===== src/ssg_pkg.sv =====
package ssg_pkg;

  localparam int APB_ADDR_W = 4;
  localparam int APB_DATA_W = 32;

  localparam logic [1:0] REG_PHASE_STEP   = 2'd0;
  localparam logic [1:0] REG_AMPLITUDE    = 2'd1;
  localparam logic [1:0] REG_SAMPLE_COUNT = 2'd2;

  localparam int STEP_W  = 32;
  localparam int AMP_W   = 15;
  localparam int COUNT_W = 17;
  localparam int INDEX_W = 16;

  localparam logic [63:0] PI_Q30  = 64'd3373259426;
  localparam logic [63:0] ONE_Q30 = 64'd1 << 30;

  typedef struct packed {
    logic [STEP_W-1:0]  phase_step;
    logic [AMP_W-1:0]   amplitude;
    logic [COUNT_W-1:0] sample_count;
  } cfg_t;

  typedef struct packed {
    logic               neg;
    logic [INDEX_W-1:0] index;
    logic               last;
  } tag_t;

  // quarter-wave entry k, taylor series in q2.30, evaluated at elaboration
  function automatic logic [31:0] rom_entry(input int unsigned k,
                                            input int unsigned addr_bits,
                                            input int unsigned sample_bits);
    logic [63:0]        x;
    logic [63:0]        x2;
    logic [63:0]        term;
    logic [63:0]        prod;
    logic [63:0]        scale;
    logic [63:0]        mag;
    logic signed [63:0] acc;
    x     = (PI_Q30 * (64'(k) * 64'd2 + 64'd1) + (64'd2 << addr_bits)) >> (addr_bits + 2);
    x2    = (x * x + (64'd1 << 29)) >> 30;
    term  = x;
    acc   = signed'(x);
    for (int n = 1; n <= 7; n++) begin
      prod = (term * x2) >> 30;
      unique case (n)
        1:       term = prod / 64'd6;
        2:       term = prod / 64'd20;
        3:       term = prod / 64'd42;
        4:       term = prod / 64'd72;
        5:       term = prod / 64'd110;
        6:       term = prod / 64'd156;
        default: term = prod / 64'd210;
      endcase
      if (n % 2 == 1) begin
        acc = acc - signed'(term);
      end else begin
        acc = acc + signed'(term);
      end
    end
    if (acc < 0) begin
      acc = 0;
    end
    if (64'(acc) > ONE_Q30) begin
      acc = signed'(ONE_Q30);
    end
    scale = (64'd1 << (sample_bits - 1)) - 64'd1;
    mag   = (64'(acc) * scale + (64'd1 << 29)) >> 30;
    return mag[31:0];
  endfunction

endpackage


===== src/ssg_cfg_regs.sv =====
module ssg_cfg_regs (
  input  logic                            clk_i,
  input  logic                            rst_ni,
  input  logic                            psel,
  input  logic                            penable,
  input  logic                            pwrite,
  input  logic [ssg_pkg::APB_ADDR_W-1:0]  paddr,
  input  logic [ssg_pkg::APB_DATA_W-1:0]  pwdata,
  output logic [ssg_pkg::APB_DATA_W-1:0]  prdata,
  output logic                            pready,
  output ssg_pkg::cfg_t                   cfg_o
);
  import ssg_pkg::*;

  cfg_t       cfg_q, cfg_d;
  logic       wr;
  logic [1:0] reg_sel;

  assign pready  = 1'b1;
  assign wr      = psel && penable && pwrite && pready;
  assign reg_sel = paddr[3:2];

  always_comb begin
    cfg_d = cfg_q;
    if (wr) begin
      unique case (reg_sel)
        REG_PHASE_STEP:   cfg_d.phase_step   = pwdata[STEP_W-1:0];
        REG_AMPLITUDE:    cfg_d.amplitude    = pwdata[AMP_W-1:0];
        REG_SAMPLE_COUNT: cfg_d.sample_count = pwdata[COUNT_W-1:0];
        default:          cfg_d = cfg_q;
      endcase
    end
  end

  always_comb begin
    unique case (reg_sel)
      REG_PHASE_STEP:   prdata = APB_DATA_W'(cfg_q.phase_step);
      REG_AMPLITUDE:    prdata = APB_DATA_W'(cfg_q.amplitude);
      REG_SAMPLE_COUNT: prdata = APB_DATA_W'(cfg_q.sample_count);
      default:          prdata = '0;
    endcase
  end

  always_ff @(posedge clk_i or negedge rst_ni) begin
    if (!rst_ni) begin
      cfg_q.phase_step   <= '0;
      cfg_q.amplitude    <= '0;
      cfg_q.sample_count <= COUNT_W'(1);
    end else begin
      cfg_q <= cfg_d;
    end
  end

  assign cfg_o = cfg_q;

endmodule


===== config.mk =====
export PLATFORM = sky130hd
export DESIGN_NAME = ssg_cfg_regs
export DESIGN_NICKNAME = d
export VERILOG_FILES = /design/src/ssg_pkg.sv /design/src/ssg_cfg_regs.sv
export SDC_FILE = /design/constraint.sdc
export NUM_CORES = 1
export LEC_CHECK = 0
export BUFFER_PORTS_ARGS = -buffer_cell sky130_fd_sc_hd__buf_2
export CORE_MARGIN = 8
export CORE_UTILIZATION = 40
export DETAILED_ROUTE_END_ITERATION = 7
export MAX_ROUTING_LAYER = met4
export PLACE_DENSITY = 0.71
export SYNTH_ARGS = -nofsm -noshare
export SYNTH_HDL_FRONTEND = slang
export SYNTH_SLANG_ARGS = --single-unit
export TNS_END_PERCENT = 1

===== constraint.sdc =====
create_clock -name clk_i -period 3.25 [get_ports clk_i]
set_clock_uncertainty 0.05 [all_clocks]
set_input_delay 0.65 -clock clk_i [delete_from_list [all_inputs] [get_ports clk_i]]
set_output_delay 0.65 -clock clk_i [all_outputs]
set_load 0.02 [all_outputs]

==> results.yml, run 1 <==
synth:
  synth_edf_count: 0
  synth_most_common_cell: "dfrtp_1"
  synth_area_leaders: "dfrtp_1 (55%), mux2_2 (24%), mux2i_1 (5.9%)"
  yosysWarnings: 0
  synth_cell_types: 20
  synth_nets: 252
  postSynthCellCount: 211
  synth_common_cells: "dfrtp_1 (63), mux2_2 (62), mux2i_1 (17)"
  syn_area_um2: 2870
  synth_top_area_share_pct: 54.9
  ys_dominant_reg_cell: "dfrtp_1"
  ys_ff_latch: 64
  avgSynthCellArea_um2: 13.6
  yosys.area.top_type: "dfrtp_1"
  synth-seq-area-share_pct: 55.9
  async_flop_share_pct: 100
cts:
  root_buffer: "clkbuf_8"
  clock-sinks: 64
  clockBufferDepth: 2
  cts_tree: "done"
  cts_buffers: 9
  clkTransAtPathRegs_ns: 0.07
  postCtsResizedCells: 0
  ctsHoldBuffers: 0
  cts_setup_buffers: 0
  h-tree-depth: 3
  clk_latency_ns: 0.33
worst_setup_path:
  worstSetupPathType: "in2out"
  cp_max_fo: 15
  critPathArrivalTime_ns: 1.79
  worstPathRequired_ns: 2.55
  r2r_cells: 1
  crit_path_start_kind: "input pin"
  endpoint_kind: "output port"
global_routing:
  grt_usage_pct: 15.9
  grt_pass1_wl_mm: 12.0
  grt_max_degree: 35
  first_global_vias: 2270
  antenna_found_initial: 0
  grt-ovfl-total: 0
sta:
  rsz0062_at_grt: "false"
  post-route-period-util_pct: 76.8
  setup_ws_ns: 0.755
  max-slew-margin-rel_pct: 52.2
  min_period_ns: 2.49
  timing.fmax_ghz: 0.401
  setup_tns_ns: 0
  setup_viol: 0
  hold_viol_final: 0
  slew_violations: 0
  worst_pin_slew_ns: 0.717
die:
  fp.dieH_um: 101
  initial_core_util_pct: 40.4
  die_area_um2: 10100
  rows: 31
  ioPinCount: 138
  die_w_um: 101
  core-area_um2: 7100
hold_path:
  hold_path_class: "in2async"
finish:
  stdcell_area_um2: 3920
  drive_gt1_share_pct: 63.5
  syn_to_final_growth_pct: 36.7
  stdcell_count: 458
  layout.nets: 395
  largest_reg_flops: 64
  antenna_cells: 0
  n_fill_cell: 645
place:
  dp_cells: 442
  dp_slack_ns: 0.714
  place_area_um2: 3700
  dp_hpwl_mm: 5.77
  place_congestion: 0.705
  port_buffers: 134
detailed_routing:
  avgViaCountPerCell: 4.78
  dr_wl_met3_um: 337
  met2_length_mm: 4.06
  drc: 0
  wirelength_mm: 7.66
  first_pass_iters: 4
  ant_nets: 0
  vias: 2190
  m1WireLength_mm: 3.18
  drt-initial-drc-count: 49
  wl_per_cell_um: 16.7
  top_layer: "met4"
power:
  peakVddDrop_uv: 418
  p_leak_nw: 2.00
  netSwitchingPower_mw: 0.976
  power.share.sequential_pct: 40.5
  swShare_pct: 35.4
  power.share.clock_pct: 26.9
  p_int_mw: 1.78
  powerDensity_nw_per_um2: 703
  pwr-share-comb_pct: 32.6
outcome:
  status: "finished, final reports clean"
run:
  max-cap-violations: 0
==> power groups by stage <==
stage | clock network [mW] | logic (mW) | registers [mW]
floorplan | 0 | 0.320 | 1.35
global placement | 0 | 0.902 | 1.12
detailed placement | 0 | 0.915 | 1.13
CTS | 0.764 | 0.917 | 1.12
global route | 0.803 | 0.956 | 1.14
finish | 0.742 | 0.899 | 1.11
==> final cells by class <==
| cell class | count | area, um2 | share of cell area (%) |
|---|---|---|---|
| sequential | 64 | 1600 | 40.9 |
| tap | 99 | 124 | 3.16 |
| timing repair buffer | 144 | 771 | 19.7 |
| clock inverter | 7 | 96.3 | 2.46 |
| clock buffer | 9 | 124 | 3.16 |
| multi-input combinational | 135 | 1200 | 30.7 |
==> layout by cell type (no fill, tap or decap) <==
cell	n
buf_2	134
dfrtp_1	63
mux2_2	62
mux2i_1	17
nand2_1	15
and2_1	15
o21ai_0	14
clkbuf_8	9
buf_4	8
nor2_1	3
clkinvlp_4	3
mux2_1	2
nor3b_4	2
bufinv_16	2
buf_12	2
nor2b_2	1
o21ai_1	1
nand3_2	1
nor3_4	1
conb_1	1
dfstp_2	1
clkinv_4	1
clkinv_2	1
==> stage by stage <==
step                      hold slack [ns]  total power [mW]  util, %
after global routing                0.363              2.90     55.2
after detailed placement            0.448              2.05     52.1
after floorplan                     0.304              1.67        -
after global placement              0.436              2.02     52.1
final                               0.316              2.76     55.2
after CTS                           0.325              2.80     55.2
==> cell families (layout without fill, tap and decap cells) <==
group           count (synthesis)  in the layout  synth area share, %
mux                            81             81                 31.1
flops                          64             64                 55.9
simple gates                   38             38                 7.72
compound gates                 15             15                 2.62
buf+inv                        12            160                 2.62
other cells                     1              1                0.131
==> path summary, 6_finish.rpt <==
kind                                 from    endpoint  slack (ns)
min in group clk_i              cfg_o[60]   cfg_o[60]        0.46
worst min register to register  cfg_o[60]   cfg_o[60]        0.46
worst max-delay path             paddr[3]  prdata[25]        0.76
worst max register to register  cfg_o[52]   cfg_o[52]        2.41
max in group asynchronous          rst_ni    cfg_o[0]        2.14
worst min-delay path               rst_ni    cfg_o[5]        0.32
==> layer usage <==
| metal | GRT usage [%] | vias up |
|---|---|---|
| li1 | - | 1030 |
| met1 | 17.8 | 1090 |
| met2 | 27.1 | 65 |
| met3 | 3.31 | 5 |
| met4 | 6.63 | 0 |
| met5 | - | - |
==> worst max-delay path, cell delays in order <==
cell and delay, ns:
buf_2 0.21, nor2_1 0.55, and2_1 0.22, buf_2 0.16
No activity file was read; power rests on OpenSTA's default activity.
==> inputs of run 2 (changes only) <==
--- a/config.mk
+++ b/config.mk
@@ -5,12 +5,13 @@
 export SDC_FILE = /design/constraint.sdc
 export NUM_CORES = 1
 export LEC_CHECK = 0
+export ABC_AREA = 1
 export BUFFER_PORTS_ARGS = -buffer_cell sky130_fd_sc_hd__buf_2
 export CORE_MARGIN = 8
 export CORE_UTILIZATION = 40
 export DETAILED_ROUTE_END_ITERATION = 7
 export MAX_ROUTING_LAYER = met4
-export PLACE_DENSITY = 0.71
+export PLACE_DENSITY = 0.73
 export SYNTH_ARGS = -nofsm -noshare
 export SYNTH_HDL_FRONTEND = slang
 export SYNTH_SLANG_ARGS = --single-unit
==> constraint.sdc (replaced) <==
create_clock -name clk_i -period 2.11 [get_ports clk_i]
set_clock_uncertainty 0.05 [all_clocks]
set_input_delay 0.422 -clock clk_i [delete_from_list [all_inputs] [get_ports clk_i]]
set_output_delay 0.422 -clock clk_i [all_outputs]
set_load 0.02 [all_outputs]
==> results.yml, run 2 <==
sta:
  min_period_ns: 1.85
  worst_pin_slew_ns: 0.661
  post-route-period-util_pct: 87.8
  timing.fmax_ghz: 0.540
  hold_viol_final: 0
  slew_violations: 0
  setup_ws_ns: 0.257
  rsz0062_at_grt: "false"
  max-slew-margin-rel_pct: 55.8
  setup_viol: 0
  setup_tns_ns: 0
global_routing:
  grt_pass1_wl_mm: 14.0
  grt_usage_pct: 17.9
  first_global_vias: 2736
  grt-ovfl-total: 0
  antenna_found_initial: 0
  grt_max_degree: 33
detailed_routing:
  wirelength_mm: 8.89
  avgViaCountPerCell: 4.54
  ant_nets: 0
  vias: 2844
  drc: 0
  drt-initial-drc-count: 80
  wl_per_cell_um: 14.2
  first_pass_iters: 4
worst_setup_path:
  reg2reg_slack_ns: 1.33
  crit_path_start_kind: "input pin"
  endpoint_kind: "output port"
  crit_chain: "buf_2, inv_2, nand2_2, inv_2, nand2_1, nand3_1, buf_2"
  worstPathRequired_ns: 1.64
  r2r_end: "cfg_o[0]"
  r2r_start: "cfg_o[0]"
  max_stage_delay_ns: 0.33
  worstSetupPathType: "in2out"
  cp_max_fo: 18
  critPathArrivalTime_ns: 1.38
  r2r_cells: 2
  cp_slowest_cell: "inv_2"
finish:
  syn_to_final_growth_pct: 33.7
  largest_reg_flops: 64
  multi_input_area_um2: 1140
  stdcell_area_um2: 3920
  drive_gt1_share_pct: 32.4
  mostFrequentLayoutCells: "nand2_1 (244), buf_2 (134), dfrtp_1 (63)"
  antenna_cells: 0
  final_common_cell: "nand2_1"
  layout.nets: 563
  seq_area_um2: 1600
  fin_util_pct: 54.7
  n_fill_cell: 664
  stdcell_count: 626
synth:
  ys_dominant_reg_cell: "dfrtp_1"
  postSynthCellCount: 386
  yosysWarnings: 0
  synth_most_common_cell: "nand2_1"
  avgSynthCellArea_um2: 7.60
  synth_area_leaders: "dfrtp_1 (54%), nand2_1 (31%), nand3_1 (2.6%)"
  synth-seq-area-share_pct: 54.6
  synth_top_area_share_pct: 53.7
  synth_nets: 427
  yosys.area.top_type: "dfrtp_1"
  synth_edf_count: 0
  ys_ff_latch: 64
  synth_common_cells: "nand2_1 (244), dfrtp_1 (63), inv_1 (15), nand3_1 (15), nor2_1 (15)"
  async_flop_share_pct: 100
  syn_area_um2: 2930
  synth_cell_types: 16
die:
  rows: 31
  initial_core_util_pct: 40.9
  die_w_um: 102
  ioPinCount: 138
  fp.dieH_um: 102
  core-area_um2: 7180
  die_area_um2: 10300
cts:
  clock-sinks: 64
  cts_setup_buffers: 0
  clkTransAtPathRegs_ns: 0.07
  cts_tree: "done"
  h-tree-depth: 3
  cts_buffers: 9
  ctsHoldBuffers: 1
  postCtsResizedCells: 0
  clockBufferDepth: 2
  clk_latency_ns: 0.32
  root_buffer: "clkbuf_8"
outcome:
  status: "finished, final reports clean"
hold_path:
  hold_path_class: "in2reg"
  whs_endpoint: "cfg_o[57]"
  hp-start: "pwdata[25]"
  holdPathStages: 3
place:
  place_area_um2: 3680
  port_buffers: 134
  dp_slack_ns: 0.236
  dp_cells: 609
  place_congestion: 0.814
  dp_hpwl_mm: 6.39
power:
  p_leak_nw: 2.38
  peakVddDrop_uv: 486
  powerDensity_nw_per_um2: 1040
run:
  max-cap-violations: 0
-- run 2: kinds of logic after synthesis --
| family | Yosys count | share of synthesized area [%] |
|---|---|---|
| AND/OR/NAND/NOR | 286 | 38.9 |
| flip-flops | 64 | 54.6 |
| buffers and inverters | 35 | 6.35 |
| other | 1 | 0.128 |
-- run 2: cell type report --
cell class / count / area share [%]
timing repair buffer: 140 / 18.9
clock buffer: 14 / 4.40
inverter: 20 / 1.91
multi-input combinational: 287 / 29.2
clock inverter: 2 / 1.53
sequential: 64 / 40.9
tap: 99 / 3.16
-- run 2: worst max path at each step --
stage / depth (start not counted) / startpoint / slack (ns) / end
final: 7 / paddr[2] / 0.26 / prdata[14]
after global routing: 7 / paddr[2] / 0.15 / prdata[14]
after CTS: 7 / paddr[2] / 0.23 / prdata[14]
after detailed placement: 7 / paddr[2] / 0.24 / prdata[14]
after global placement: 7 / paddr[2] / 0.25 / prdata[14]
after floorplan: 4 / paddr[2] / 0.51 / prdata[0]
-- run 2: critical path, delay by kind of cell --
family	cells	cell delay (ns)
buffers and inverters	4	0.69
and+or+nand+nor	3	0.26
-- run 2: layer usage --
| layer | wire, um | GRT usage, % |
|---|---|---|
| met4 | 99 | 7.56 |
| met2 | 4360 | 28.6 |
| met5 | 0 | - |
| met3 | 692 | 3.16 |
| met1 | 3740 | 21.7 |
-- run 2: stage by stage --
stage / total power, mW / hold WS [ns]
finish: 4.09 / 0.242
global route: 4.32 / 0.224
CTS: 4.13 / 0.226
detailed placement: 2.92 / 0.343
global placement: 2.88 / 0.335
floorplan: 2.39 / 0.0764
-- run 2: power breakdown --
part | leakage, nW | switching [mW] | internal, mW | total [mW]
sequential | 0.811 | 0.205 | 1.48 | 1.69
clock | 0.117 | 0.447 | 0.764 | 1.21
combinational | 1.45 | 0.805 | 0.388 | 1.19
total | 2.38 | 1.46 | 2.63 | 4.09
