==> config.mk <==
export PLATFORM = sky130hd
export DESIGN_NAME = ssg_scale
export DESIGN_NICKNAME = d
export VERILOG_FILES = /design/src/ssg_pkg.sv /design/src/ssg_scale.sv
export SDC_FILE = /design/constraint.sdc
export NUM_CORES = 1
export LEC_CHECK = 0
export ABC_AREA = 1
export BUFFER_PORTS_ARGS = -buffer_cell sky130_fd_sc_hd__clkbuf_2
export CAP_MARGIN = 20
export CELL_PAD_IN_SITES_DETAIL_PLACEMENT = 0
export CELL_PAD_IN_SITES_GLOBAL_PLACEMENT = 1
export CORE_ASPECT_RATIO = 2
export CORE_MARGIN = 5
export CORE_UTILIZATION = 51
export DETAILED_ROUTE_END_ITERATION = 8
export PLACE_DENSITY = 0.93
export SETUP_SLACK_MARGIN = 0.02
export SYNTH_ARGS = -nofsm -noshare
export SYNTH_HDL_FRONTEND = slang
export SYNTH_SLANG_ARGS = --single-unit
==> constraint.sdc <==
create_clock -name clk_i -period 5.4 [get_ports clk_i]
set_input_delay 0.81 -clock clk_i [delete_from_list [all_inputs] [get_ports clk_i]]
set_output_delay 0.81 -clock clk_i [all_outputs]
set_load 0.03 [all_outputs]
==> src/ssg_pkg.sv <==
package ssg_pkg;

  localparam int APB_ADDR_W = 4;
  localparam int APB_DATA_W = 32;

  localparam logic [1:0] REG_PHASE_STEP   = 2'd0;
  localparam logic [1:0] REG_AMPLITUDE    = 2'd1;
  localparam logic [1:0] REG_SAMPLE_COUNT = 2'd2;

  localparam int STEP_W  = 32;
  localparam int AMP_W   = 15;
  localparam int COUNT_W = 17;
  localparam int INDEX_W = 16;

  localparam logic [63:0] PI_Q30  = 64'd3373259426;
  localparam logic [63:0] ONE_Q30 = 64'd1 << 30;

  typedef struct packed {
    logic [STEP_W-1:0]  phase_step;
    logic [AMP_W-1:0]   amplitude;
    logic [COUNT_W-1:0] sample_count;
  } cfg_t;

  typedef struct packed {
    logic               neg;
    logic [INDEX_W-1:0] index;
    logic               last;
  } tag_t;

  // quarter-wave entry k, taylor series in q2.30, evaluated at elaboration
  function automatic logic [31:0] rom_entry(input int unsigned k,
                                            input int unsigned addr_bits,
                                            input int unsigned sample_bits);
    logic [63:0]        x;
    logic [63:0]        x2;
    logic [63:0]        term;
    logic [63:0]        prod;
    logic [63:0]        scale;
    logic [63:0]        mag;
    logic signed [63:0] acc;
    x     = (PI_Q30 * (64'(k) * 64'd2 + 64'd1) + (64'd2 << addr_bits)) >> (addr_bits + 2);
    x2    = (x * x + (64'd1 << 29)) >> 30;
    term  = x;
    acc   = signed'(x);
    for (int n = 1; n <= 7; n++) begin
      prod = (term * x2) >> 30;
      unique case (n)
        1:       term = prod / 64'd6;
        2:       term = prod / 64'd20;
        3:       term = prod / 64'd42;
        4:       term = prod / 64'd72;
        5:       term = prod / 64'd110;
        6:       term = prod / 64'd156;
        default: term = prod / 64'd210;
      endcase
      if (n % 2 == 1) begin
        acc = acc - signed'(term);
      end else begin
        acc = acc + signed'(term);
      end
    end
    if (acc < 0) begin
      acc = 0;
    end
    if (64'(acc) > ONE_Q30) begin
      acc = signed'(ONE_Q30);
    end
    scale = (64'd1 << (sample_bits - 1)) - 64'd1;
    mag   = (64'(acc) * scale + (64'd1 << 29)) >> 30;
    return mag[31:0];
  endfunction

endpackage

==> src/ssg_scale.sv <==
module ssg_scale #(
  parameter int SAMPLE_BITS = 16
) (
  input  logic                            clk_i,
  input  logic                            rst_ni,
  input  logic                            accept_i,
  input  ssg_pkg::tag_t                   tag_i,
  input  logic [SAMPLE_BITS-1:0]          entry_i,
  input  logic [ssg_pkg::AMP_W-1:0]       amplitude_i,
  input  logic                            out_ready_i,
  output logic                            ready_o,
  output logic                            out_valid_o,
  output logic signed [SAMPLE_BITS-1:0]   sample_o,
  output logic [ssg_pkg::INDEX_W-1:0]     sample_index_o,
  output logic                            last_o
);
  import ssg_pkg::*;

  localparam int PW = AMP_W + SAMPLE_BITS + 1;

  tag_t                   tag_q;
  logic                   s1_v_q, s1_v_d;
  logic                   out_v_q, out_v_d;
  logic                   s1_take;
  logic [PW-1:0]          prod;
  logic [SAMPLE_BITS-1:0] mag;
  logic [SAMPLE_BITS-1:0] smp;
  logic [SAMPLE_BITS-1:0] smp_q;
  logic [INDEX_W-1:0]     idx_q;
  logic                   last_q;

  assign s1_take = s1_v_q && (!out_v_q || out_ready_i);
  assign ready_o = !s1_v_q || s1_take;

  // round to nearest on the q1.x product
  assign prod = PW'(amplitude_i) * PW'(entry_i) + (PW'(1) << (SAMPLE_BITS - 2));
  assign mag  = SAMPLE_BITS'(prod >> (SAMPLE_BITS - 1));
  assign smp  = tag_q.neg ? -mag : mag;

  always_comb begin
    if (accept_i) begin
      s1_v_d = 1'b1;
    end else if (s1_take) begin
      s1_v_d = 1'b0;
    end else begin
      s1_v_d = s1_v_q;
    end
  end

  always_comb begin
    if (s1_take) begin
      out_v_d = 1'b1;
    end else if (out_ready_i) begin
      out_v_d = 1'b0;
    end else begin
      out_v_d = out_v_q;
    end
  end

  always_ff @(posedge clk_i or negedge rst_ni) begin
    if (!rst_ni) begin
      s1_v_q  <= 1'b0;
      out_v_q <= 1'b0;
    end else begin
      s1_v_q  <= s1_v_d;
      out_v_q <= out_v_d;
    end
  end

  always_ff @(posedge clk_i) begin
    if (accept_i) begin
      tag_q <= tag_i;
    end
    if (s1_take) begin
      smp_q  <= smp;
      idx_q  <= tag_q.index;
      last_q <= tag_q.last;
    end
  end

  assign out_valid_o    = out_v_q;
  assign sample_o       = signed'(smp_q);
  assign sample_index_o = idx_q;
  assign last_o         = last_q;

  a_stage_held: assert property (@(posedge clk_i) disable iff (!rst_ni)
    s1_v_q && out_v_q && !out_ready_i |=> s1_v_q && $stable(tag_q))
    else $error("stalled request lost in table stage");

endmodule

==> key figures, run 1 <==
Detailed routing
  – Vias/cell: 4.936
  – DR WL/cell: 14.56 um
  – Drt total wl: 26840 um
  – Via count: 9097
  – Drt first pass iters: 5
  – DRT antenna net count: 0
  – DRC viols: 0
  – Iter 0 DRT Violations: 367

Global routing
  – Vias in the first global route: 10120
  – Initial antenna violation count: 0
  – GRT Resource Usage Total: 23.34%
  – Global-route wire length before repair: 45000 um
  – Met3 Resource Use GR: 1.694%
  – GR Util met2: 47.20%
  – Largest net degree at the start of global routing: 34
  – Met1 GRT Util: 22.21%
  – GR peak layer: met2
  – Global route total overflow: 0

Worst setup path
  – Most frequent CP cell: inv_2
  – Worst setup SP type: primary input
  – Crit Path Max Fanout: 7
  – Data arrival time of the worst path: 6.28 ns
  – Reg2Reg Capture Point: sample_index_o[10]
  – Nature of the critical path endpoint: flop
  – Worst path max stage delay: 0.55 ns
  – R2R cell count: 1
  – Required @ worst endpoint: 5.56 ns
  – Worst R2R Start: out_valid_o
  – CP Class: primary input to flop
  – Flop2flop setup slack: 3.75 ns
  – Slowest stage cell, crit path: fa_1

Floorplan
  – Die area: 23920 sq um
  – IO Pins: 88
  – Initial core utilization: 51.75%
  – Die width: 111.9 um
  – Core Rows: 74
  – Core Area: 20460 sq um
  – Die Y-Extent: 213.8 um

Placed design
  – Pre-CTS setup slack: -1.388 ns
  – RD Place Congestion: 0.9442
  – HPWL Detailed: 23400 um
  – I/O Buffers: 87

Timing
  – Hold WS: 0.2903 ns
  – RSZ-0062 raised after global routing: yes
  – Worst Max-Slew Pin Slew: 1.024 ns
  – Setup-failing EPs final: 16
  – Fmax achieved: 163.3 MHz
  – Slew headroom: 31.60%
  – Final Cycle Share: 113.4%
  – Clock Skew: 0.001847 ns
  – Hold Vio Cnt, Final: 0
  – Post-route setup slack: -0.7220 ns
  – Final Max Tran Viols: 0
  – Final min period: 6.122 ns

Clocking
  – Num CTS Buffers: 5
  – CTS tree: done
  – Clock sink count: 53
  – Clock-pin transition on the worst setup and hold timing paths: 0.06 ns
  – Hold_buf cts: 0
  – CTS max path bufs: 2
  – Root Buffer: clkbuf_16
  – Skew-Pair Late Insertion Delay: 0.29 ns
  – CTS HTree Levels: 2

Finish
  – Final core occ: 65.60%
  – Multi-input combinational cell area: 7916 sq um
  – Final nets: 1914
  – Sequential cell area: 1582 sq um
  – Layout cell share with drive strength beyond 1: 26.00%
  – Antenna diode count: 0
  – Fillers: 1750
  – Area Growth Syn to Fin: 26.75%

Logic synthesis
  – Ys async rst share: 3.774%
  – Synthesis warning total: 0
  – Syn nets: 1694
  – Synth Area per Inst: 7.810 sq um
  – Seq/Total Area, Yosys: 14.93%
  – Commonest cells post-synth: nand2_1 (419), inv_1 (382), fa_1 (180)
  – Main synth FF type: edfxtp_1
  – Most numerous cell in the Yosys netlist: nand2_1
  – Synth area leader: fa_1
  – Number of library cell types mapped by synthesis: 24
  – FF+latch count, synth: 53
  – Post-synth top area share: 34.03%
  – Post-Syn Area: 10590 sq um
  – Synth area leaders: fa_1 (34%), nand2_1 (15%), edfxtp_1 (14%)
  – Post-synth EDFFs: 51
  – Gate Count Post-Synth: 1356

Run status
  – Status: finished, violations left
  – Failing checks: setup timing

Worst hold path
  – Hold Crit Class: primary input to asynchronous set/reset pin

Job
  – Max-cap viol count: 0
-- registers in the layout (all words and copies together) (netlist names) --
name	cells
s1_v_q	1
sample_o	16
sample_index_o	16
last_o	1
out_valid_o	1
tag_q	18
-- worst max-delay path, delay by kind of cell --
kind | cells | cell delay (ns)
adder cells (fa/ha/maj) | 8 | 3.50
XOR/XNOR | 1 | 0.20
AND/OR/NAND/NOR | 10 | 0.81
buffers and inverters | 10 | 0.70
AO/OA/AOI/OAI | 1 | 0.23
-- metal layers --
layer / vias up / routed length [um]
met5: - / 0
met4: 0 / 1682
met3: 89 / 757
met2: 201 / 15770
met1: 4450 / 8637
li1: 4357 / -
-- worst max-delay path by stage --
stage,slack [ns],start,cells after the start,endpoint
finish,-0.72,entry_i[8],30,sample_o[10]
global placement,-1.35,amplitude_i[4],30,sample_o[15]
global route,-0.98,entry_i[8],30,sample_o[14]
floorplan,-0.87,amplitude_i[4],32,sample_o[14]
CTS,-0.77,amplitude_i[12],28,sample_o[7]
detailed placement,-1.39,amplitude_i[4],31,sample_o[15]
-- kinds of logic (layout without fill, tap and decap cells) --
kind of cell               after synthesis  in the layout  synth area share [%]
xor gates and xnor gates                10             10                0.8979
DFF                                     53             53                 14.93
adders and majority gates              285            285                 46.43
buffers and inverters                  430            651                 15.24
AOI/OAI and AO/OA                       41             41                 2.186
and+or+nand+nor                        537            537                 20.31
-- placed cells by master (no fill, tap or decap), types with 2 or more instances in the layout --
cell type | Yosys | routed
buf_4 | 0 | 159
nand3_1 | 36 | 28
o21ai_0 | 10 | 6
nand2_2 | 8 | 44
nor3_1 | 8 | 5
inv_2 | 2 | 29
dfrtp_1 | 2 | 2
nand2_1 | 419 | 373
xor2_1 | 5 | 5
nor3_2 | 0 | 2
buf_12 | 0 | 7
nor2_1 | 46 | 31
nand4_1 | 11 | 11
nand2_4 | 0 | 10
buf_6 | 0 | 15
fa_2 | 0 | 8
ha_4 | 0 | 10
clkbuf_16 | 0 | 5
ha_1 | 105 | 95
edfxtp_1 | 51 | 51
a21oi_2 | 0 | 6
nand3b_1 | 4 | 4
o21bai_1 | 6 | 6
nor2_2 | 3 | 11
a21oi_1 | 24 | 14
xnor2_1 | 4 | 4
buf_8 | 0 | 4
clkbuf_8 | 0 | 8
nand3_2 | 0 | 7
clkbuf_4 | 0 | 2
inv_1 | 382 | 355
a21oi_4 | 0 | 4
clkbuf_2 | 0 | 64
o21ai_1 | 0 | 4
fa_1 | 180 | 172
nor2_4 | 1 | 8
-- timing repair --
action                                  CTS  global route
endpoints found under the setup margin   16            16
buffers inserted                         10             5
cloned                                    0             0
pin swaps                                50            43
gates resized for setup                  96            84
-- metrics by stage --
stage / std cells / cell area, sq um / TNS (ns)
5_1_grt: 1843 / 13420 / -12.96
2_1_floorplan: 1356 / 10950 / -9.600
3_5_place_dp: 1820 / 12610 / -18.41
6_report: 1843 / 13420 / -9.103
4_1_cts: 1838 / 13190 / -9.802
3_3_place_gp: 1820 / 12610 / -17.72
-- area by class of cell --
type | instances | area share, %
tap | 266 | 2.479
sequential | 53 | 11.78
inverter | 384 | 10.74
clock buffer | 6 | 0.9601
multi-input combinational | 873 | 58.98
timing repair buffer | 259 | 14.96
clock inverter | 2 | 0.1025
Power of run 1 is not shown: default switching activity piles up to over one toggle a cycle in this logic, so the estimate is an artifact.
==> run 2, diff against run 1 <==
--- a/config.mk
+++ b/config.mk
@@ -19,3 +19,4 @@
 export SYNTH_ARGS = -nofsm -noshare
 export SYNTH_HDL_FRONTEND = slang
 export SYNTH_SLANG_ARGS = --single-unit
+export TNS_END_PERCENT = 50
==> run 2 against run 1 <==
The flow still finishes with violations (setup timing). Register-to-register slack hardly changed. Cell count is 0.22% lower. Flip-flop and latch count stayed put. Worst hold slack better by 0.0031 ns. Critical endpoint is now sample_o[8].
==> key figures, run 2 (synthesized netlist as in run 1, its figures left out) <==
Timing
  – Final min period: 6.081 ns
  – Final Cycle Share: 112.6%
  – Setup-failing EPs final: 16
  – Clock Skew: 0.01467 ns
  – Slew headroom: 31.58%
  – Hold Vio Cnt, Final: 0
  – Post-route setup slack: -0.6814 ns
  – Final Max Tran Viols: 0
  – Hold WS: 0.2934 ns
  – RSZ-0062 raised after global routing: yes
  – Worst Max-Slew Pin Slew: 1.024 ns
  – Fmax achieved: 164.4 MHz

Floorplan
  – Core Area: 20460 sq um
  – Core Rows: 74
  – Die area: 23920 sq um
  – IO Pins: 88
  – Initial core utilization: 51.75%
  – Die Y-Extent: 213.8 um
  – Die width: 111.9 um

Clocking
  – CTS tree: done
  – Root Buffer: clkbuf_16
  – Clock sink count: 53
  – Num CTS Buffers: 5
  – Skew-Pair Late Insertion Delay: 0.30 ns
  – CTS HTree Levels: 2
  – CTS max path bufs: 2
  – Clock-pin transition on the worst setup and hold timing paths: 0.06 ns

Worst setup path
  – Slowest stage cell, crit path: fa_1
  – Required @ worst endpoint: 5.45 ns
  – Nature of the critical path endpoint: flop
  – Top delay family on crit path: adder cells
  – Crit Path Max Fanout: 11
  – Data arrival time of the worst path: 6.13 ns
  – Most frequent CP cell: nand2_1
  – Worst setup SP type: primary input
  – Worst Path Buf+Inv: 9
  – CP Class: primary input to flop
  – Worst path max stage delay: 0.55 ns

Finish
  – Final core occ: 66.00%
  – Area Growth Syn to Fin: 27.53%
  – Max reg flops: 18
  – Final nets: 1910
  – Layout cell share with drive strength beyond 1: 25.37%
  – Biggest register: tag_q
  – Most frequent cells in the layout: nand2_1 (371), inv_1 (368), fa_1 (173)
  – Antenna diode count: 0
  – Most common cell after layout, fill and taps aside: nand2_1
  – Fillers: 1724

Detailed routing
  – Iter 0 DRT Violations: 365
  – DRT antenna net count: 0
  – DR WL/cell: 15.00 um
  – DRC viols: 0
  – Drt total wl: 27590 um
  – Vias/cell: 4.959
  – Drt first pass iters: 5
  – Via count: 9119

Placed design
  – I/O Buffers: 87
  – RD Place Congestion: 0.8823
  – HPWL Detailed: 23260 um

Global routing
  – Initial antenna violation count: 0
  – Global route total overflow: 0
  – Global-route wire length before repair: 45550 um
  – GRT Resource Usage Total: 23.53%
  – Largest net degree at the start of global routing: 34
  – Vias in the first global route: 9912

Run status
  – Failing checks: setup timing
  – Status: finished, violations left

Job
  – Max-cap viol count: 0

Worst hold path
  – Hold Crit Class: primary input to asynchronous set/reset pin
## run 2: cell count changes in the layout (fill, tap and decap cells not counted), sizes merged
cell | previous run | this run
buf | 185 | 169
clkbuf | 80 | 92
## run 2: layout make-up
cell class                      count  area (sq um)  share of cell area [%]
Multi-Input combinational cell    873          7955                   58.90
Timing Repair Buffer              255          2052                   15.19
Sequential cell                    53          1582                   11.71
Inverter                          384          1441                   10.67
Tap cell                          266         332.8                   2.464
Clock buffer                        6         128.9                  0.9542
Clock inverter                      2         13.76                  0.1019
## run 2: repair_timing
item	CTS	global route
buffers inserted	11	2
hold buffers	0	0
pin swaps	71	24
gates resized for setup	131	48
setup endpoints to repair	16	16
gates cloned	0	3
## run 2: final timing paths
kind                            cells past startpoint         from                  to  slack, ns
worst max-delay path                               32   entry_i[8]         sample_o[8]      -0.68
worst min-delay path                                1       rst_ni         out_valid_o       0.29
worst max register to register                      1  out_valid_o        sample_o[13]       3.75
worst min register to register                      0    tag_q[13]  sample_index_o[12]       0.41
max in group asynchronous                           1       rst_ni              s1_v_q       5.01
min in group clk_i                                  0    tag_q[13]  sample_index_o[12]       0.41
## run 2: metrics by stage
step | TNS [ns] | instances | setup WS (ns) | instance area, sq um
after global placement | -17.49 | 1815 | -1.296 | 12480
after global routing | -12.34 | 1839 | -0.9630 | 13510
final | -8.524 | 1839 | -0.6814 | 13510
after floorplan | -9.705 | 1356 | -0.8681 | 10920
after detailed placement | -18.07 | 1815 | -1.347 | 12480
after CTS | -8.106 | 1834 | -0.6811 | 13300
## run 2: layer usage
| metal | GRT usage [%] | part of all wire (%) | vias up |
|---|---|---|---|
| li1 | - | - | 4350 |
| met5 | 0 | 0 | - |
| met3 | 1.836 | 3.2 | 119 |
| met1 | 23.56 | 33 | 4406 |
| met4 | 11.84 | 6.5 | 0 |
| met2 | 47.58 | 58 | 244 |
Power of run 2 is left out for the same reason.
