===== src/ssg_pkg.sv =====
package ssg_pkg;

  localparam int APB_ADDR_W = 4;
  localparam int APB_DATA_W = 32;

  localparam logic [1:0] REG_PHASE_STEP   = 2'd0;
  localparam logic [1:0] REG_AMPLITUDE    = 2'd1;
  localparam logic [1:0] REG_SAMPLE_COUNT = 2'd2;

  localparam int STEP_W  = 32;
  localparam int AMP_W   = 15;
  localparam int COUNT_W = 17;
  localparam int INDEX_W = 16;

  localparam logic [63:0] PI_Q30  = 64'd3373259426;
  localparam logic [63:0] ONE_Q30 = 64'd1 << 30;

  typedef struct packed {
    logic [STEP_W-1:0]  phase_step;
    logic [AMP_W-1:0]   amplitude;
    logic [COUNT_W-1:0] sample_count;
  } cfg_t;

  typedef struct packed {
    logic               neg;
    logic [INDEX_W-1:0] index;
    logic               last;
  } tag_t;

  // quarter-wave entry k, taylor series in q2.30, evaluated at elaboration
  function automatic logic [31:0] rom_entry(input int unsigned k,
                                            input int unsigned addr_bits,
                                            input int unsigned sample_bits);
    logic [63:0]        x;
    logic [63:0]        x2;
    logic [63:0]        term;
    logic [63:0]        prod;
    logic [63:0]        scale;
    logic [63:0]        mag;
    logic signed [63:0] acc;
    x     = (PI_Q30 * (64'(k) * 64'd2 + 64'd1) + (64'd2 << addr_bits)) >> (addr_bits + 2);
    x2    = (x * x + (64'd1 << 29)) >> 30;
    term  = x;
    acc   = signed'(x);
    for (int n = 1; n <= 7; n++) begin
      prod = (term * x2) >> 30;
      unique case (n)
        1:       term = prod / 64'd6;
        2:       term = prod / 64'd20;
        3:       term = prod / 64'd42;
        4:       term = prod / 64'd72;
        5:       term = prod / 64'd110;
        6:       term = prod / 64'd156;
        default: term = prod / 64'd210;
      endcase
      if (n % 2 == 1) begin
        acc = acc - signed'(term);
      end else begin
        acc = acc + signed'(term);
      end
    end
    if (acc < 0) begin
      acc = 0;
    end
    if (64'(acc) > ONE_Q30) begin
      acc = signed'(ONE_Q30);
    end
    scale = (64'd1 << (sample_bits - 1)) - 64'd1;
    mag   = (64'(acc) * scale + (64'd1 << 29)) >> 30;
    return mag[31:0];
  endfunction

endpackage


===== src/ssg_phase.sv =====
module ssg_phase #(
  parameter int PHASE_BITS      = 32,
  parameter int TABLE_ADDR_BITS = 10
) (
  input  logic                       clk_i,
  input  logic                       rst_ni,
  input  logic                       accept_i,
  input  logic                       restart_i,
  input  ssg_pkg::cfg_t              cfg_i,
  output logic [TABLE_ADDR_BITS-1:0] rd_addr_o,
  output ssg_pkg::tag_t              tag_o
);
  import ssg_pkg::*;

  logic [PHASE_BITS-1:0]      phase_q, phase_d, eff_phase;
  logic [INDEX_W-1:0]         idx_q, idx_d, eff_idx, cnt_m1;
  logic [1:0]                 quad;
  logic [TABLE_ADDR_BITS-1:0] tbl_addr;
  logic                       last;

  always_comb begin
    if (cfg_i.sample_count == '0) begin
      cnt_m1 = '0;
    end else if (cfg_i.sample_count[INDEX_W]) begin
      cnt_m1 = '1;
    end else begin
      cnt_m1 = cfg_i.sample_count[INDEX_W-1:0] - 1'b1;
    end
  end

  assign eff_phase = restart_i ? '0 : phase_q;
  assign eff_idx   = restart_i ? '0 : idx_q;
  assign quad      = eff_phase[PHASE_BITS-1 -: 2];
  assign tbl_addr  = eff_phase[PHASE_BITS-3 -: TABLE_ADDR_BITS];
  assign last      = eff_idx >= cnt_m1;

  // odd quadrants run the table backwards
  assign rd_addr_o = quad[0] ? ~tbl_addr : tbl_addr;

  assign tag_o.neg   = quad[1];
  assign tag_o.index = eff_idx;
  assign tag_o.last  = last;

  always_comb begin
    phase_d = phase_q;
    idx_d   = idx_q;
    if (accept_i) begin
      if (last) begin
        phase_d = '0;
        idx_d   = '0;
      end else begin
        phase_d = eff_phase + PHASE_BITS'(cfg_i.phase_step);
        idx_d   = eff_idx + 1'b1;
      end
    end
  end

  always_ff @(posedge clk_i or negedge rst_ni) begin
    if (!rst_ni) begin
      phase_q <= '0;
      idx_q   <= '0;
    end else begin
      phase_q <= phase_d;
      idx_q   <= idx_d;
    end
  end

  a_wrap_zero: assert property (@(posedge clk_i) disable iff (!rst_ni)
    accept_i && tag_o.last |=> idx_q == '0 && phase_q == '0)
    else $error("no wrap after last sample");

  a_index_step: assert property (@(posedge clk_i) disable iff (!rst_ni)
    accept_i && !restart_i && !tag_o.last |=> idx_q == $past(idx_q) + 1'b1)
    else $error("index did not advance");

endmodule


===== config.mk =====
export PLATFORM = sky130hd
export DESIGN_NAME = ssg_phase
export DESIGN_NICKNAME = d
export VERILOG_FILES = /design/src/ssg_pkg.sv /design/src/ssg_phase.sv
export SDC_FILE = /design/constraint.sdc
export NUM_CORES = 1
export LEC_CHECK = 0
export BUFFER_PORTS_ARGS = -buffer_cell sky130_fd_sc_hd__buf_2
export CORE_UTILIZATION = 35
export DETAILED_ROUTE_END_ITERATION = 16
export GPL_TIMING_DRIVEN = 0
export PLACE_DENSITY = 0.58
export SETUP_SLACK_MARGIN = 0.05
export SKIP_LAST_GASP = 1
export SYNTH_ARGS = -nofsm -noshare
export SYNTH_HDL_FRONTEND = slang
export SYNTH_SLANG_ARGS = --single-unit

===== constraint.sdc =====
create_clock -name clk_i -period 10.5 [get_ports clk_i]
set_input_delay 2.1 -clock clk_i [delete_from_list [all_inputs] [get_ports clk_i]]
set_output_delay 2.1 -clock clk_i [all_outputs]
set_load 0.005 [all_outputs]

==> summary.md, run 1 <==
| Metric | Value |
|---|---|
| Status | `finished with violations` |
| Failing checks | `DRC` |
| Wirelength, routed | `13700 um` |
| Fin nets | `798` |
| Crit path time final | `8.04 ns` |
| Mean Syn Cell Area | `8.36 sq um` |
| Top Layer Used | `met4` |
| Net Sw Power | `348 uW` |
| CP Capture Type | `output port` |
| Actual slew at the worst max-slew pin | `1.15 ns` |
| Synthesized cell area | `0.00495 sq mm` |
| CP bufs+invs | `6` |
| Routed Antenna Nets | `0` |
| Wire per inst | `15.9 um` |
| Largest net degree at the start of global routing | `49` |
| GRT Total Usage | `19.4%` |
| Vias in the first global route | `4633` |
| Root buf cell | `clkbuf_16` |
| Max cap viols | `0` |
| Via count | `4636` |
| P_int | `540 uW` |
| DP HPWL | `10500 um` |
| Initial antenna violation count | `0` |
| Cell mode on critical path | `buf_2` |
| Crit Path Category | `primary input to output port` |
| Worst Path Arrival | `5.94 ns` |
| Remaining Overflow, GRT | `0` |
| Ports | `96` |
| CTS HTree Levels | `2` |
| Combinational power share | `51.0%` |
| Synth Net Count | `712` |
| Worst Hold Class | `flop to flop` |
| Cell with the most instances after synthesis | `ha_1` |
| Number of setup buffers added after CTS | `0` |
| PD cells | `155 mW/mm^2` |
| Reg power frac | `30.0%` |
| Die area | `0.0146 sq mm` |
| Relative slew slack | `23.2%` |
| Final WS setup | `2.46 ns` |
| CTS tree | `built` |
| Clk_lat worst skew | `0.30 ns` |
| Seq cells post-synth | `48` |
| Diodes inserted | `0` |
| Fin cells | `860` |
| Top cell type by total area after synthesis | `dfrtp_1` |
| # rows | `43` |
| Startpoint types | `primary input` |
| Fraction of layout cells with a size suffix above 1 | `17.1%` |
| Die height | `121 um` |
| Primary FF master, synth | `dfrtp_1` |
| Initial core utilization | `35.8%` |
| Area of the core | `0.0138 sq mm` |
| Tcrit/Tclk final | `76.6%` |
| Critical-path maximum fanout | `10` |
| RSZ-0062 raised after global routing | `false` |
| Crit path required time | `8.40 ns` |
| Cts bufs inserted | `5` |
| Met3 routed WL | `479 um` |
| Final Hold Vio Count | `0` |
| IO buf count | `79` |
| Power Total | `888 uW` |
| 1st-pass router iterations | `10` |
| Post-CTS Resized | `0` |
| Clk sink count | `48` |
| Worst path cell trace | `buf_2, nor3_1, nand4_1, inv_1, nand2_1, nor3b_1, xor2_1, o21ai_0, ha_1, nand4_1, or2_2, o31ai_4, clkbuf_1, buf_2, buf_4, buf_2` |
| DRT iter0 DRCs | `233` |
| First-pass GRT wire length | `22600 um` |
| Share of the synthesized area in the top cell type | `24.2%` |
| Die width | `121 um` |
| Delay-heaviest family, CP | `simple AND/OR/NAND/NOR gates` |
| Area Growth Syn to Fin | `15.5%` |
| Top cells by area, synth | `dfrtp_1 (24%), ha_1 (13%), xnor2_1 (5.7%), nor2b_1 (5.4%), a21o_1 (4.7%)` |
| Worst path max stage delay | `0.52 ns` |
| Count of cell types in the netlist | `73` |
| Sw Share | `39.2%` |
| Post-cts hold buffer count | `0` |
| CTS clk-pin slew, worst paths | `0.06 ns` |
| Maximum vdd drop | `0.0741 mV` |
| Setup TNS | `0 ns` |
| Max-slew violations | `0` |
| Warnings from Yosys | `0` |
| Sequential area share after synthesis | `24.2%` |
| WL met2 | `6540 um` |
| FF-to-FF setup slack | `7.52 ns` |
| Post-Place Cells | `852` |
| GPL Wtd Cong | `0.883` |
| Crit-path slowest cell | `o31ai_4` |
| Fmax | `124 MHz` |
| Drt drc | `2` |
| CTS Buffer Depth | `2` |
| Synth top cells by count | `ha_1 (50), dfrtp_1 (48), nor2b_1 (43)` |
| Cells after Synth | `593` |
| Vias/cell | `5.39` |
| Ys async rst share | `100%` |
| Setup Viol. Count Final | `0` |
| Clock Skews | `0.0104 ns` |
| Clock power frac | `19.0%` |
| Leak pwr | `2.83 nW` |
| Filler cell count | `1430` |
| EDFF count, synth | `0` |
| Placement Setup Slack | `2.47 ns` |
| Met1 Wirelength | `6530 um` |
[stage by stage]
stage | hold WS, ns | area [sq um] | util, %
floorplan | 0.436 | 4950 | -
global placement | 0.454 | 5580 | 40.3
detailed placement | 0.463 | 5580 | 40.3
CTS | 0.475 | 5720 | 41.4
global route | 0.505 | 5720 | 41.4
finish | 0.470 | 5720 | 41.4
[layout make-up]
type	count	area [sq um]	share of cell area [%]
repair buffers	79	395	6.91
clock inverters	2	10.0	0.175
flip-flops and latches	48	1200	21.0
clock buffers	6	139	2.43
inverters	19	71.3	1.25
multi-input cells	492	3530	61.7
well taps	180	225	3.93
plain buffers	34	149	2.60
[final timing paths]
kind / from / cells after the start / to
setup / recovery: cfg_i[5] / 16 / tag_o[0]
hold / removal: idx_q[15] / 1 / idx_q[15]
setup reg to reg: phase_q[0] / 11 / phase_q[30]
hold reg to reg: idx_q[15] / 1 / idx_q[15]
max in group asynchronous: rst_ni / 1 / idx_q[7]
min in group asynchronous: rst_ni / 1 / phase_q[9]
[cell usage in the layout, fill, tap and decap left out, types with 12 or more instances in the layout]
master | Yosys | layout
nor2b_1 | 43 | 43
nor3_1 | 19 | 19
xnor2_1 | 32 | 32
o21ai_0 | 39 | 39
o2bb2ai_1 | 12 | 12
a21oi_1 | 29 | 29
nand3_1 | 22 | 22
a21o_1 | 31 | 31
ha_1 | 50 | 50
nor2_1 | 29 | 29
inv_1 | 17 | 17
nand2_1 | 42 | 42
a22o_1 | 14 | 14
buf_2 | 4 | 83
dfrtp_1 | 48 | 48
clkbuf_1 | 23 | 23
xor2_1 | 19 | 19
[power by group through the flow]
stage | Sequential [mW] | Clock (mW) | Combinational, mW
after floorplan | 0.259 | 0 | 0.351
after CTS | 0.266 | 0.175 | 0.454
after detailed placement | 0.268 | 0 | 0.451
final | 0.266 | 0.169 | 0.453
after global routing | 0.272 | 0.181 | 0.509
after global placement | 0.267 | 0 | 0.445
[flip-flops by register name (all words and copies together), names as in the netlist]
signal   flops
idx_q       16
phase_q     32
[layer usage]
| metal | vias up | global-route usage [%] |
|---|---|---|
| met5 | - | 0 |
| met3 | 9 | 1.74 |
| met1 | 2200 | 25.3 |
| met2 | 85 | 33.6 |
| met4 | 0 | 6.17 |
| li1 | 2342 | - |
[kinds of logic after synthesis]
logic type,count (synthesis),share of synthesized area [%]
and+or+nand+nor,208,22.2
AOI/OAI and AO/OA,181,26.5
buffers and inverters,53,4.44
xor gates and xnor gates,52,9.49
adders and majority gates,51,13.0
DFF,48,24.2
(Power assumes the default switching activity.)
==> inputs of run 2 (changes only) <==
PLACE_DENSITY = 0.6   (was 0.58)
clock period = 6.48 ns   (was 10.5 ns; I/O delays follow)
==> run 2 against run 1 <==
Effect of this change:
- the run now ends clean
- highest routed layer unchanged
- power grew 66%
- non-clock buffer count grew 2
- utilization increased by 0.23 points
- sequential share of layout area decreased by 0.11 points
- count of clock-buffer cells in the layout stayed put
- die area is the same
==> summary.md, run 2 (same netlist as run 1, synthesis figures left out) <==
| Metric | Value |
|---|---|
| Biggest regs | `phase_q: 32 flops, idx_q: 16 flops` |
| Wire per inst | `16.0 um` |
| DRT iter0 DRCs | `225` |
| Most common cell after layout, fill and taps aside | `buf_2` |
| Critical-path maximum fanout | `10` |
| Largest net degree at the start of global routing | `49` |
| Startpoint types | `primary input` |
| Status | `finished clean` |
| Maximum vdd drop | `0.156 mV` |
| Max-slew violations | `0` |
| GRT Total Usage | `19.8%` |
| Leak pwr | `2.85 nW` |
| Top Layer Used | `met4` |
| Worst path cell trace | `buf_2, nor3_1, nand4_1, inv_1, nand2_1, nor3b_1, xor2_1, o21ai_0, ha_1, nand4_1, or2_2, o31ai_4, clkbuf_2, buf_2, buf_4, buf_2` |
| Remaining Overflow, GRT | `0` |
| Die width | `121 um` |
| RSZ-0062 raised after global routing | `false` |
| Initial antenna violation count | `0` |
| Top reg by flops | `phase_q` |
| Fmax | `168 MHz` |
| Ports | `96` |
| Area of the core | `0.0138 sq mm` |
| Drt drc | `0` |
| Final Hold Vio Count | `0` |
| CTS HTree Levels | `2` |
| Clk_lat worst skew | `0.29 ns` |
| Max cap viols | `0` |
| Root buf cell | `clkbuf_16` |
| DP HPWL | `10700 um` |
| Worst Hold Class | `flop to flop` |
| CTS clk-pin slew, worst paths | `0.07 ns` |
| Clk sink count | `48` |
| Vias/cell | `5.49` |
| Initial core utilization | `35.8%` |
| Hold Slack | `0.463 ns` |
| Area Growth Syn to Fin | `16.2%` |
| Fraction of layout cells with a size suffix above 1 | `17.3%` |
| Tcrit/Tclk final | `91.8%` |
| Power Total | `1.48 mW` |
| Met3 routed WL | `584 um` |
| Clock Skews | `0.00470 ns` |
| Most frequent cells in the layout | `buf_2 (83), ha_1 (50), dfrtp_1 (48)` |
| # rows | `43` |
| Cell mode on critical path | `buf_2` |
| Crit-path slowest cell | `or2_2` |
| WL met2 | `6540 um` |
| Relative slew slack | `23.3%` |
| CTS tree | `built` |
| Cts bufs inserted | `5` |
| 1st-pass router iterations | `4` |
| Crit Path Category | `primary input to output port` |
| CTS Buffer Depth | `2` |
| Util after Layout | `41.6%` |
| Via count | `4729` |
| Wirelength, routed | `13800 um` |
| GPL Wtd Cong | `0.891` |
| Crit path required time | `5.18 ns` |
| CP bufs+invs | `6` |
| Largest register FFs | `32` |
| Vias in the first global route | `4834` |
| Die height | `121 um` |
| Delay-heaviest family, CP | `simple AND/OR/NAND/NOR gates` |
| Worst Path Arrival | `4.65 ns` |
| Crit path time final | `5.95 ns` |
| IO buf count | `79` |
| Met1 Wirelength | `6430 um` |
| Die area | `0.0146 sq mm` |
| Setup TNS | `0 ns` |
| Setup Viol. Count Final | `0` |
| Routed Antenna Nets | `0` |
| CP Capture Type | `output port` |
| Worst path max stage delay | `0.34 ns` |
| Actual slew at the worst max-slew pin | `1.15 ns` |
| Filler cell count | `1445` |
| Diodes inserted | `0` |
| PD cells | `256 mW/mm^2` |
| Fin nets | `800` |
| First-pass GRT wire length | `23300 um` |
## run 2: worst paths after layout
check / from / slack, ns / end / depth (start not counted)
max: cfg_i[5] / 0.53 / tag_o[0] / 16
min: idx_q[15] / 0.46 / idx_q[15] / 1
max reg2reg: phase_q[0] / 3.47 / phase_q[30] / 11
min reg2reg: idx_q[15] / 0.46 / idx_q[15] / 1
max in group asynchronous: rst_ni / 4.54 / phase_q[13] / 1
min in group asynchronous: rst_ni / 1.21 / phase_q[10] / 1
## run 2: worst reg2reg max path, delay by kind of cell, from the launching register on
family | cells | cell delay (ns)
DFF | 1 | 0.38
xor gates and xnor gates | 1 | 0.15
and+or+nand+nor | 1 | 0.13
AOI/OAI and AO/OA | 7 | 1.61
adders and majority gates | 2 | 0.62
## run 2: metrics by stage
| stage | cell area [sq um] | worst slack [ns] | std cells |
|---|---|---|---|
| detailed placement | 5580 | 0.139 | 852 |
| finish | 5760 | 0.534 | 862 |
| CTS | 5740 | 0.121 | 860 |
| global route | 5760 | 0.126 | 862 |
| floorplan | 4950 | 1.06 | 593 |
| global placement | 5580 | 0.104 | 852 |
## run 2: cell type report
class	instances	area, sq um	share of cell area [%]
buffer	34	150	2.61
clock buffer	6	129	2.24
clock inverter	2	35.0	0.609
inverter	19	71.3	1.24
multi-input combinational	492	3530	61.4
sequential	48	1200	20.9
tap	180	225	3.91
timing repair buffer	81	410	7.13
## run 2: repair_timing
action / CTS / global route
hold buffers: 0 / 0
endpoints found under the setup margin: 0 / 1
endpoints found under the hold margin: 0 / 0
gates resized for setup: 0 / 2
setup buffers: 0 / 2
## run 2: where the power goes
| part | leakage (nW) | switching [mW] | internal (mW) |
|---|---|---|---|
| sequential | 0.607 | 0.0573 | 0.378 |
| combinational | 2.16 | 0.393 | 0.346 |
| clock | 0.0808 | 0.121 | 0.182 |
## run 2: routing by layer
| layer | global-route usage, % | up-vias |
|---|---|---|
| met5 | 0 | - |
| met4 | 6.25 | 0 |
| met3 | 1.69 | 20 |
| met2 | 34.6 | 120 |
| met1 | 25.6 | 2247 |
| li1 | - | 2342 |
